$ cat src/ctne_pkg.sv
// Shared types and constants for the context tree node load and evaluate block.
// Depends on nothing; used by the walk decision module and the top level.
`default_nettype none

package ctne_pkg;

    localparam logic [1:0] KIND_CLEAR  = 2'd0;
    localparam logic [1:0] KIND_APPEND = 2'd1;
    localparam logic [1:0] KIND_EVAL   = 2'd2;

    localparam logic [7:0] PROP_QG          = 8'd0;
    localparam logic [7:0] PROP_BAND        = 8'd1;
    localparam logic [7:0] PROP_LLC         = 8'd2;
    localparam logic [7:0] PROP_RESID_DELTA = 8'd3;
    localparam logic [7:0] PROP_SIBLING     = 8'd4;
    localparam logic [7:0] PROP_ACTIVITY    = 8'd5;
    localparam logic [7:0] PROP_POS_Y       = 8'd6;
    localparam logic [7:0] PROP_POS_X       = 8'd7;
    localparam logic [7:0] PROP_NEIGHBOR    = 8'd8;
    localparam logic [7:0] PROP_PREV_COEFF  = 8'd9;
    localparam logic [7:0] PROP_WEST_MAG    = 8'd10;
    localparam logic [7:0] PROP_PREV_RES    = 8'd11;

    typedef struct packed {
        logic        [15:0] qg;
        logic signed [15:0] resid_delta;
        logic        [15:0] west_mag;
        logic        [31:0] class_bytes;
        logic        [39:0] context_bytes;
    } t_features;

    typedef enum logic [2:0] {
        S_IDLE,
        S_LINK,
        S_NODE,
        S_POP_STK,
        S_POP_NODE,
        S_WALK,
        S_EMPTY
    } t_state;

endpackage

`default_nettype wire

$ cat src/ctne_walk.sv
// Branch decision for one split node: compares the selected feature with the threshold.
// Depends on ctne_pkg for the feature word type and the property codes.
`default_nettype none

module ctne_walk (
    input  wire logic [7:0]           i_node_prop,
    input  wire logic [15:0]          i_node_value,
    input  wire ctne_pkg::t_features  i_feat,
    output logic                      o_go_left
);

    import ctne_pkg::*;

    logic [7:0] t8;

    assign t8 = i_node_value[7:0];

    always_comb begin
        unique case (i_node_prop)
            PROP_QG:          o_go_left = i_feat.qg < i_node_value;
            PROP_BAND:        o_go_left = i_feat.class_bytes[7:0] == t8;
            PROP_LLC:         o_go_left = i_feat.class_bytes[15:8] < t8;
            PROP_RESID_DELTA: o_go_left = $signed({i_feat.resid_delta[15], i_feat.resid_delta})
                                          < $signed({1'b0, i_node_value});
            PROP_SIBLING:     o_go_left = i_feat.class_bytes[23:16] < t8;
            PROP_ACTIVITY:    o_go_left = i_feat.class_bytes[31:24] < t8;
            PROP_POS_Y:       o_go_left = i_feat.context_bytes[7:0] < t8;
            PROP_POS_X:       o_go_left = i_feat.context_bytes[15:8] < t8;
            PROP_NEIGHBOR:    o_go_left = i_feat.context_bytes[23:16] < t8;
            PROP_PREV_COEFF:  o_go_left = i_feat.context_bytes[31:24] < t8;
            PROP_WEST_MAG:    o_go_left = i_feat.west_mag < i_node_value;
            PROP_PREV_RES:    o_go_left = i_feat.context_bytes[39:32] < t8;
            default:          o_go_left = 1'b0;
        endcase
    end

endmodule

`default_nettype wire

$ cat config.mk
export PLATFORM = sky130hd
export DESIGN_NAME = ctne_walk
export DESIGN_NICKNAME = d
export VERILOG_FILES = /design/src/ctne_pkg.sv /design/src/ctne_walk.sv
export SDC_FILE = /design/constraint.sdc
export NUM_CORES = 1
export LEC_CHECK = 0
export BUFFER_PORTS_ARGS = -buffer_cell sky130_fd_sc_hd__buf_2
export CORE_MARGIN = 2
export CORE_UTILIZATION = 42
export DETAILED_ROUTE_END_ITERATION = 8
export PLACE_DENSITY = 0.79
export SLEW_MARGIN = 40
export SYNTH_ARGS = -nofsm -noshare
export SYNTH_HDL_FRONTEND = slang
export SYNTH_SLANG_ARGS = --single-unit
$ cat constraint.sdc
create_clock -name vclk -period 2.3
set_input_delay 0.46 -clock vclk [all_inputs]
set_output_delay 0.46 -clock vclk [all_outputs]
set_load 0.01 [all_outputs]
==> impl_metrics.json <==
{
  "status": "finished, violations left",
  "p_sw_mw": 0.296,
  "drive_gt1_share_pct": 45.9,
  "syn-instance-count": 292,
  "yosys.area.top_type_share_pct": 51.2,
  "synth_area_per_cell_um2": 8.36,
  "maxSlewHeadroom_pct": 62.0,
  "power_density_mw_per_mm2": 166,
  "drtAntennaViolNets": 0,
  "wl_per_cell_um": 15.2,
  "fin_util_pct": 69.9,
  "dr.pass1.iters": 4,
  "layout_setup_ws_ns": -0.404,
  "violations": "negative setup slack",
  "critPathCaptureType": "output port",
  "synth_top_area_cell": "ha_1",
  "min_path_type": "in2out",
  "finalSetupViolCount": 1,
  "drv_cap": 0,
  "worst-setup-path-type": "in2out",
  "layout_common_cells": "buf_2 (138), ha_1 (93), buf_4 (56)",
  "drv_slew": 0,
  "fmax_mhz": 370,
  "hpwl_um": 7520,
  "final_nets": 741,
  "viasPerCell": 5.49,
  "core_mm2": 0.00557,
  "area_growth_pct": 59.4,
  "drt_iter0_drc": 82,
  "dpl_worst_slack_ns": -0.476,
  "ys_warn_count": 0,
  "ios": 145,
  "die_w_um": 80.3,
  "gr-total-overflow": 0,
  "fin_area_mm2": 0.00389,
  "nClkBuffers": 0,
  "ys_types": 41,
  "period_needed_ns": 2.70,
  "hold_depth": 6,
  "antenna_found_initial": 0,
  "antennaDiodeCount": 0,
  "power_frac_comb_pct": 100.0,
  "ir_drop_mv": 0.109,
  "die_h_um": 80.3,
  "routed_wirelength_um": 8590,
  "grt_max_degree": 11,
  "die_area_mm2": 0.00644,
  "report.power.total_mw": 0.647,
  "start_util_pct": 43.8,
  "via_count": 3111,
  "crit_arrival_ns": 2.24,
  "worstSetupStartpointType": "input pin",
  "intPower_mw": 0.351,
  "io_buffer_count": 145,
  "path_max_fanout": 2,
  "seq_cell_count": 0,
  "num_rows": 27,
  "grt_setup_unrepaired": "true",
  "fin_crit_sh_pct": 118,
  "grt_pass1_wl_um": 12800,
  "p_seq_share_pct": 0,
  "worst_pin_slew_ns": 0.556,
  "synth_area_leaders": "ha_1 (51%), a21o_1 (5.8%), a211oi_1 (3.7%), nand4_1 (3.3%), o21ai_0 (2.9%)",
  "syn-cell-area_mm2": 0.00244,
  "p_sw_share_pct": 45.8,
  "remaining_drc_errors": 0,
  "layout_commonest_cell": "buf_2",
  "synth_nets": 536,
  "place.gp.congestion": 0.876,
  "grt_pass1_vias": 3026,
  "yosysSeqAreaShare_pct": 0,
  "p_clk_share_pct": 0,
  "regArea_um2": 0,
  "crit_required_ns": 1.84,
  "postPlaceCellArea_mm2": 0.00369,
  "hold_viol": 0,
  "power_leakage_nw": 2.15,
  "track_usage_pct": 24.3
}
## worst paths after layout
check / startpoint / end
hold / removal: i_feat[103] / o_go_left
setup / recovery: i_node_value[8] / o_go_left
## through the flow
| step | std cells | hold WS (ns) | TNS (ns) |
|---|---|---|---|
| 2_1_floorplan | 292 | 1.23 | -0.165 |
| 5_1_grt | 567 | 1.59 | -0.467 |
| 3_3_place_gp | 562 | 1.55 | -0.426 |
| 6_report | 567 | 1.55 | -0.404 |
| 4_1_cts | 564 | 1.52 | -0.455 |
| 3_5_place_dp | 562 | 1.52 | -0.476 |
## synth_stat cells, types with 6 or more instances
library cell  count
a211oi_1         12
a21o_1           19
a21oi_1          13
ha_1            100
inv_1            16
nand2_1          12
nand2b_1          6
nand3_1          10
nand4_1          13
nor2_1           16
nor2b_1           7
nor3_1            9
o21ai_0          14
xnor2_1           7
## cells by family after synthesis
family / synth area share [%]
buffers and inverters: 3.02
xor gates and xnor gates: 2.87
AOI/OAI and AO/OA: 23.7
and+or+nand+nor: 19.2
adders and majority gates: 51.2
## power by group through the flow
stage	sequential, mW	combinational (mW)	clock [mW]
6_report	0	0.647	0
5_1_grt	0	0.724	0
4_1_cts	0	0.608	0
3_5_place_dp	0	0.601	0
3_3_place_gp	0	0.574	0
2_1_floorplan	0	0.292	0
## routing by layer
metal / GRT usage (%) / wire [um] / part of all wire (%) / up-vias
met4: 4.41 / 182 / 2.1 / 0
met3: 1.35 / 472 / 5.5 / 16
li1: - / - / - / 1570
met1: 28.9 / 3480 / 41 / 1409
met2: 47.8 / 4450 / 52 / 116
met5: 0 / 0 / 0 / -
## area by class of cell
type	count	area (um^2)
Multi-Input combinational cell	273	2470
Timing Repair Buffer	205	1250
Tap cell	72	90.1
Fill cell	471	1680
Inverter	17	82.6
## critical path: stages
cell	delay [ns]
buf_6	0.07
inv_2	0.04
ha_4	0.26
and4_1	0.22
nand2_1	0.06
a221o_1	0.28
a211o_1	0.32
a221oi_2	0.24
nand3_1	0.12
buf_2	0.16
## what timing repair did
action,in CTS,in global routing
hold buffers,0,0
setup buffers,2,3
setup endpoints to repair,1,1
endpoints found under the hold margin,0,0
resized for setup,1,44
pin swaps,0,13
(Power assumes the default switching activity.)
