## config.mk

```make
export PLATFORM = sky130hd
export DESIGN_NAME = ctne_ram
export DESIGN_NICKNAME = d
export VERILOG_FILES = /design/src/ctne_ram.sv
export SDC_FILE = /design/constraint.sdc
export NUM_CORES = 1
export LEC_CHECK = 0
export ABC_AREA = 1
export BUFFER_PORTS_ARGS = -buffer_cell sky130_fd_sc_hd__buf_4
export CORE_MARGIN = 1
export CORE_UTILIZATION = 30
export CTS_BUF_LIST = sky130_fd_sc_hd__clkbuf_16
export DETAILED_ROUTE_END_ITERATION = 7
export PLACE_DENSITY_LB_ADDON = 0.25
export SYNTH_ARGS = -nofsm -noshare
export SYNTH_HDL_FRONTEND = slang
export SYNTH_SLANG_ARGS = --single-unit
```

## constraint.sdc

```tcl
create_clock -name i_clk -period 1.85 [get_ports i_clk]
set_clock_uncertainty 0.15 [all_clocks]
set_input_delay 0.37 -clock i_clk [delete_from_list [all_inputs] [get_ports i_clk]]
set_output_delay 0.37 -clock i_clk [all_outputs]
set_load 0.05 [all_outputs]
```

## src/ctne_ram.sv

```systemverilog
// Generic single-port-write, single-port-read synchronous RAM with registered read.
// Depends on nothing.
`default_nettype none

module ctne_ram #(
    parameter int WIDTH = 8,
    parameter int DEPTH = 16
) (
    input  wire logic                                  i_clk,
    input  wire logic                                  i_we,
    input  wire logic [(DEPTH > 1 ? $clog2(DEPTH) : 1)-1:0] i_waddr,
    input  wire logic [WIDTH-1:0]                      i_wdata,
    input  wire logic                                  i_re,
    input  wire logic [(DEPTH > 1 ? $clog2(DEPTH) : 1)-1:0] i_raddr,
    output logic      [WIDTH-1:0]                      o_rdata
);

    logic [WIDTH-1:0] r_mem [DEPTH];

    always_ff @(posedge i_clk) begin
        if (i_we) begin
            r_mem[i_waddr] <= i_wdata;
        end
        if (i_re) begin
            o_rdata <= r_mem[i_raddr];
        end
    end

endmodule

`default_nettype wire

```

==> impl_metrics.env, run 1 <==
export IMPL_layout_drive_gt1_share_pct=12.9
export IMPL_status="complete, no violations"
export IMPL_post_route_drc_count=0
export IMPL_cts_hold_buf=0
export IMPL_port_buffers=26
export IMPL_ant_nets=0
export IMPL_grt_usage_pct=14.7
export IMPL_worst_pin_slew_ns=0.605
export IMPL_yosys_top_cells_area="edfxtp_1 70%, nand2_1 11%, nand3_1 8.3%"
export IMPL_die_area_sq_mm=0.0201
export IMPL_end_kind="primary output"
export IMPL_synth_seq_area_share_pct=69.8
export IMPL_path_cells="buf_4"
export IMPL_dp_hpwl_um=8810
export IMPL_fillers=1912
export IMPL_via_per_inst=4.37
export IMPL_finalSetupViolations=0
export IMPL_vias=3788
export IMPL_diodes=0
export IMPL_area_delta_synth_final_pct=19.7
export IMPL_cts_tree="built"
export IMPL_rsz0062_at_grt="false"
export IMPL_final_util_pct=37.0
export IMPL_worstSetupStartpointType="flip-flop"
export IMPL_ys_ff_latch=136
export IMPL_drtIter0Drc=374
export IMPL_core_sq_mm=0.0189
export IMPL_seq_area_sq_mm=0.00408
export IMPL_hold_depth=1
export IMPL_max_slew_margin_pct=59.6
export IMPL_avgSynthCellArea_sq_um=10.6
export IMPL_clk_pin_slew_ns=0.06
export IMPL_die_x_um=142
export IMPL_cellLeakagePower_nw=2.97
export IMPL_hold_class="in -> reg"
export IMPL_drv_cap=0
export IMPL_grt_first_pass_wirelength_um=21300
export IMPL_rows=50
export IMPL_cts_max_level=4
export IMPL_synth_top_area_share_pct=69.8
export IMPL_syn_nets=570
export IMPL_pin_count=27
export IMPL_crit_arrival_ns=1.08
export IMPL_crit_path_max_incr_delay_ns=0.43
export IMPL_initial_core_util_pct=30.9
export IMPL_die_h_um=142
export IMPL_final_hold_viol_count=0
export IMPL_cts_buffer_depth=2
export IMPL_reg2regPathDepth=6
export IMPL_multi_input_area_sq_mm=0.00121
export IMPL_ir_worst_vdd_uv=565
export IMPL_path_buf_inv=1
export IMPL_grt_overflow=0
export IMPL_netlist_area_sq_mm=0.00585
export IMPL_crit_fanout=1
export IMPL_numCtsBuffers=17
export IMPL_gp_congestion=0.790
export IMPL_wire_per_inst_um=15.9
export IMPL_critPathSlowestCell="edfxtp_1"
export IMPL_slew_viol_final=0
export IMPL_antenna_found_initial=0
export IMPL_post_cts_resized=0
export IMPL_tns_ns=0
export IMPL_post_route_min_period_ns=1.60
export IMPL_clock_sinks=136
export IMPL_p_per_area_mw_per_mm2=1050
export IMPL_grt_max_degree=65
export IMPL_clkLatencyLatePin_ns=0.43
export IMPL_post_cts_buffers=0
export IMPL_syn_inst=551
export IMPL_crit_type="reg -> out"
export IMPL_timing_fmax_mhz=625
export IMPL_cp_top_family="flip-flops"
export IMPL_cp_depth=1
export IMPL_crit_required_ns=1.33
export IMPL_cts_root_buf="clkbuf_16"
export IMPL_dr_pass1_iters=5
export IMPL_nNetsFinal=613
export IMPL_finalCritPeriodShare_pct=86.5
export IMPL_finalWirelength_um=13700
export IMPL_synthDistinctLibCells=11
export IMPL_yosys_area_top_type="edfxtp_1"
export IMPL_grt_pass1_vias=3705
export IMPL_yosys_warnings=0
[cells in the mapped netlist]
library cell    n
nand2_1       173
edfxtp_1      136
inv_1         100
nand3_1        97
nor2_1         17
buf_2          13
buf_6           6
buf_4           4
inv_2           2
nand3b_1        2
buf_1           1
[power by group]
group / switching, mW / internal, mW / leakage [nW] / total, mW
combinational: 0.345 / 0.150 / 1.45 / 0.495
sequential: 0.0211 / 3.47 / 1.24 / 3.49
clock: 1.26 / 2.09 / 0.281 / 3.35
total: 1.62 / 5.71 / 2.97 / 7.34
[cells by family (layout without fill, tap and decap cells)]
logic type,after synthesis,after routing,synth area share [%]
buf+inv,126,181,9.39
flops,136,136,69.8
simple gates,289,289,20.8
[metal layers]
metal / GRT usage, % / routed length [um]
met1: 19.1 / 6370
met2: 23.9 / 6570
met3: 3.31 / 571
met4: 5.72 / 235
met5: 0 / 0
[final timing paths]
path,slack (ns),endpoint,from
min,0.08,o_rdata[2],i_re
min reg2reg,0.61,o_rdata[5],r_mem[12][5]
max reg2reg,0.55,o_rdata[7],r_mem[3][7]
max,0.25,o_rdata[1],o_rdata[1]
[final cells by class]
type                       instances  share of cell area (%)
clock buffer                      17                    6.08
clock inverter                    14                    2.25
inverter                         102                    5.47
multi-input combinational        289                    17.3
sequential                       136                    58.3
tap                              260                    4.65
timing repair buffer              48                    5.86
[sequential cells by signal, indices dropped and copies added (netlist names)]
name / cells
r_mem: 128
o_rdata: 8
[cells in the final DEF (no fill, tap or decap)]
cell and n:
clkinvlp_4 2, clkbuf_16 17, buf_4 44, nand3b_1 2
inv_6 1, inv_1 100, clkinv_4 2, bufinv_16 3
buf_12 4, edfxtp_1 136, nand2_1 173, nand3_1 97
clkinv_2 3, inv_2 2, nor2_1 17, clkinv_1 3
[stage by stage]
stage	hold slack [ns]	power (mW)	std cells	area (sq um)	setup slack, ns
global route	0.0801	7.56	866	7000	0.227
global placement	0.521	4.06	835	6420	0.0239
detailed placement	0.520	4.06	835	6420	0.00992
CTS	0.0746	7.39	866	7000	0.243
floorplan	0.319	3.85	551	5850	0.379
finish	0.0837	7.34	866	7000	0.250
No activity file was read; power rests on OpenSTA's default activity.
==> run 2, diff against run 1 <==
--- a/config.mk
+++ b/config.mk
@@ -11,7 +11,9 @@
 export CORE_UTILIZATION = 30
 export CTS_BUF_LIST = sky130_fd_sc_hd__clkbuf_16
 export DETAILED_ROUTE_END_ITERATION = 7
+export GPL_TIMING_DRIVEN = 0
 export PLACE_DENSITY_LB_ADDON = 0.25
+export SLEW_MARGIN = 20
 export SYNTH_ARGS = -nofsm -noshare
 export SYNTH_HDL_FRONTEND = slang
 export SYNTH_SLANG_ARGS = --single-unit
==> run 2 against run 1 <==
Die area unchanged. Clock power rose by 21%. Register-to-register slack got worse by 0.02 ns. Clock-buffer cell count unchanged. Total power rose by 9.9%. Combinational power up 5.1%. Sequential power is essentially flat. Sequential share of layout area down 0.40 points. Utilization is 0.26 points higher. Non-clock buffer count is 1 lower. Largest power group is now the clock network.
==> impl_metrics.env, run 2 (same netlist as run 1, synthesis figures left out) <==
export IMPL_grt_overflow=0
export IMPL_area_delta_synth_final_pct=20.5
export IMPL_internal_power_mw=6.40
export IMPL_crit_required_ns=1.75
export IMPL_p_per_area_mw_per_mm2=1140
export IMPL_drtIter0Drc=236
export IMPL_cts_tree="built"
export IMPL_p_sw_mw=1.66
export IMPL_reg_top3="r_mem (128), o_rdata (8)"
export IMPL_tns_ns=0
export IMPL_worstSetupStartpointType="primary input"
export IMPL_fillers=1877
export IMPL_p_sw_share_pct=20.6
export IMPL_finalCritPeriodShare_pct=87.2
export IMPL_gp_congestion=0.842
export IMPL_hold_depth=1
export IMPL_post_route_drc_count=0
export IMPL_status="complete, no violations"
export IMPL_diodes=0
export IMPL_cts_max_level=4
export IMPL_dp_hpwl_um=9820
export IMPL_crit_arrival_ns=1.51
export IMPL_final_hold_viol_count=0
export IMPL_pin_count=27
export IMPL_clock_sinks=136
export IMPL_grt_usage_pct=15.8
export IMPL_p_comb_share_pct=6.4
export IMPL_crit_type="in -> reg"
export IMPL_seq_power_share_pct=43.3
export IMPL_finalSetupViolations=0
export IMPL_slew_viol_final=0
export IMPL_power_clock_fraction_pct=50.3
export IMPL_post_cts_buffers=0
export IMPL_largest_register_ffs=128
export IMPL_max_slew_margin_pct=38.8
export IMPL_clk_pin_slew_ns=0.06
export IMPL_post_route_min_period_ns=1.61
export IMPL_numCtsBuffers=17
export IMPL_die_x_um=142
export IMPL_die_h_um=142
export IMPL_grt_pass1_vias=3776
export IMPL_port_buffers=23
export IMPL_core_sq_mm=0.0189
export IMPL_clkLatencyLatePin_ns=0.42
export IMPL_layout_commonest_cell="nand2_1"
export IMPL_initial_core_util_pct=30.9
export IMPL_ir_worst_vdd_uv=506
export IMPL_total_power_mw=8.07
export IMPL_drv_cap=0
export IMPL_die_area_sq_mm=0.0201
export IMPL_cts_hold_buf=0
export IMPL_wire_per_inst_um=16.8
export IMPL_finalWirelength_um=14500
export IMPL_worst_pin_slew_ns=0.915
export IMPL_reg2regPathDepth=6
export IMPL_top_register="r_mem"
export IMPL_timing_fmax_mhz=620
export IMPL_end_kind="flip-flop"
export IMPL_grt_max_degree=17
export IMPL_cts_buffer_depth=2
export IMPL_grt_first_pass_wirelength_um=22600
export IMPL_layout_drive_gt1_share_pct=12.5
export IMPL_mostFrequentLayoutCells="173 x nand2_1, 136 x edfxtp_1, 100 x inv_1, 97 x nand3_1, 27 x buf_4"
export IMPL_cellLeakagePower_nw=2.99
export IMPL_dr_pass1_iters=5
export IMPL_via_per_inst=4.38
export IMPL_vias=3796
export IMPL_rows=50
export IMPL_hold_class="in -> reg"
export IMPL_ant_nets=0
export IMPL_crit_fanout=8
export IMPL_post_cts_resized=0
export IMPL_rsz0062_at_grt="false"
export IMPL_cts_root_buf="clkbuf_16"
export IMPL_antenna_found_initial=0
export IMPL_final_util_pct=37.3
export IMPL_nNetsFinal=612
run 2: cell count changes in the layout (fill, tap and decap cells not counted), sizes merged:
cell	before	now
bufinv	3	8
clkinvlp	2	0
buf	48	47
clkinv	8	6
run 2: worst paths after layout:
path / start / endpoint / slack (ns)
worst min register to register: r_mem[7][7] / o_rdata[7] / 0.66
worst max-delay path: i_waddr[3] / r_mem[7][3] / 0.24
worst min-delay path: i_re / o_rdata[7] / 0.08
worst max register to register: r_mem[14][0] / o_rdata[0] / 0.53
run 2: power groups by stage:
stage	Sequential, mW	Combinational [mW]	Clock (mW)
2_1_floorplan	3.60	0.243	0
3_3_place_gp	3.55	0.513	0
3_5_place_dp	3.55	0.519	0
4_1_cts	3.49	0.523	4.10
5_1_grt	3.49	0.570	4.21
6_report	3.49	0.520	4.06
run 2: critical path, cell delays in order:
cell and delay (ns):
buf_4 0.12, nand3b_1 0.27, nor2_1 0.74
run 2: metal layers:
layer	GRT usage, %	vias to the layer above	wire [um]
li1	-	1866	-
met1	21.1	1826	6890
met2	25.7	86	6920
met3	2.83	18	523
met4	5.72	0	215
met5	0	-	0
run 2: per-stage QoR:
| stage | area (sq um) | worst slack (ns) | hold WS, ns | instances |
|---|---|---|---|---|
| 2_1_floorplan | 5850 | 0.379 | 0.319 | 551 |
| 3_3_place_gp | 6340 | -0.185 | 0.495 | 834 |
| 3_5_place_dp | 6340 | -0.188 | 0.507 | 834 |
| 4_1_cts | 7050 | 0.264 | 0.0596 | 866 |
| 5_1_grt | 7050 | 0.167 | 0.0817 | 866 |
| 6_report | 7050 | 0.236 | 0.0768 | 866 |
run 2: final cells by class:
type                       count  area, sq um  area share [%]
clock inverter                15          278            3.94
sequential                   136         4080            57.9
clock buffer                  17          425            6.04
inverter                     102          383            5.43
tap                          260          325            4.62
buffer                        24          166            2.36
multi-input combinational    289         1210            17.2
timing repair buffer          23          173            2.45
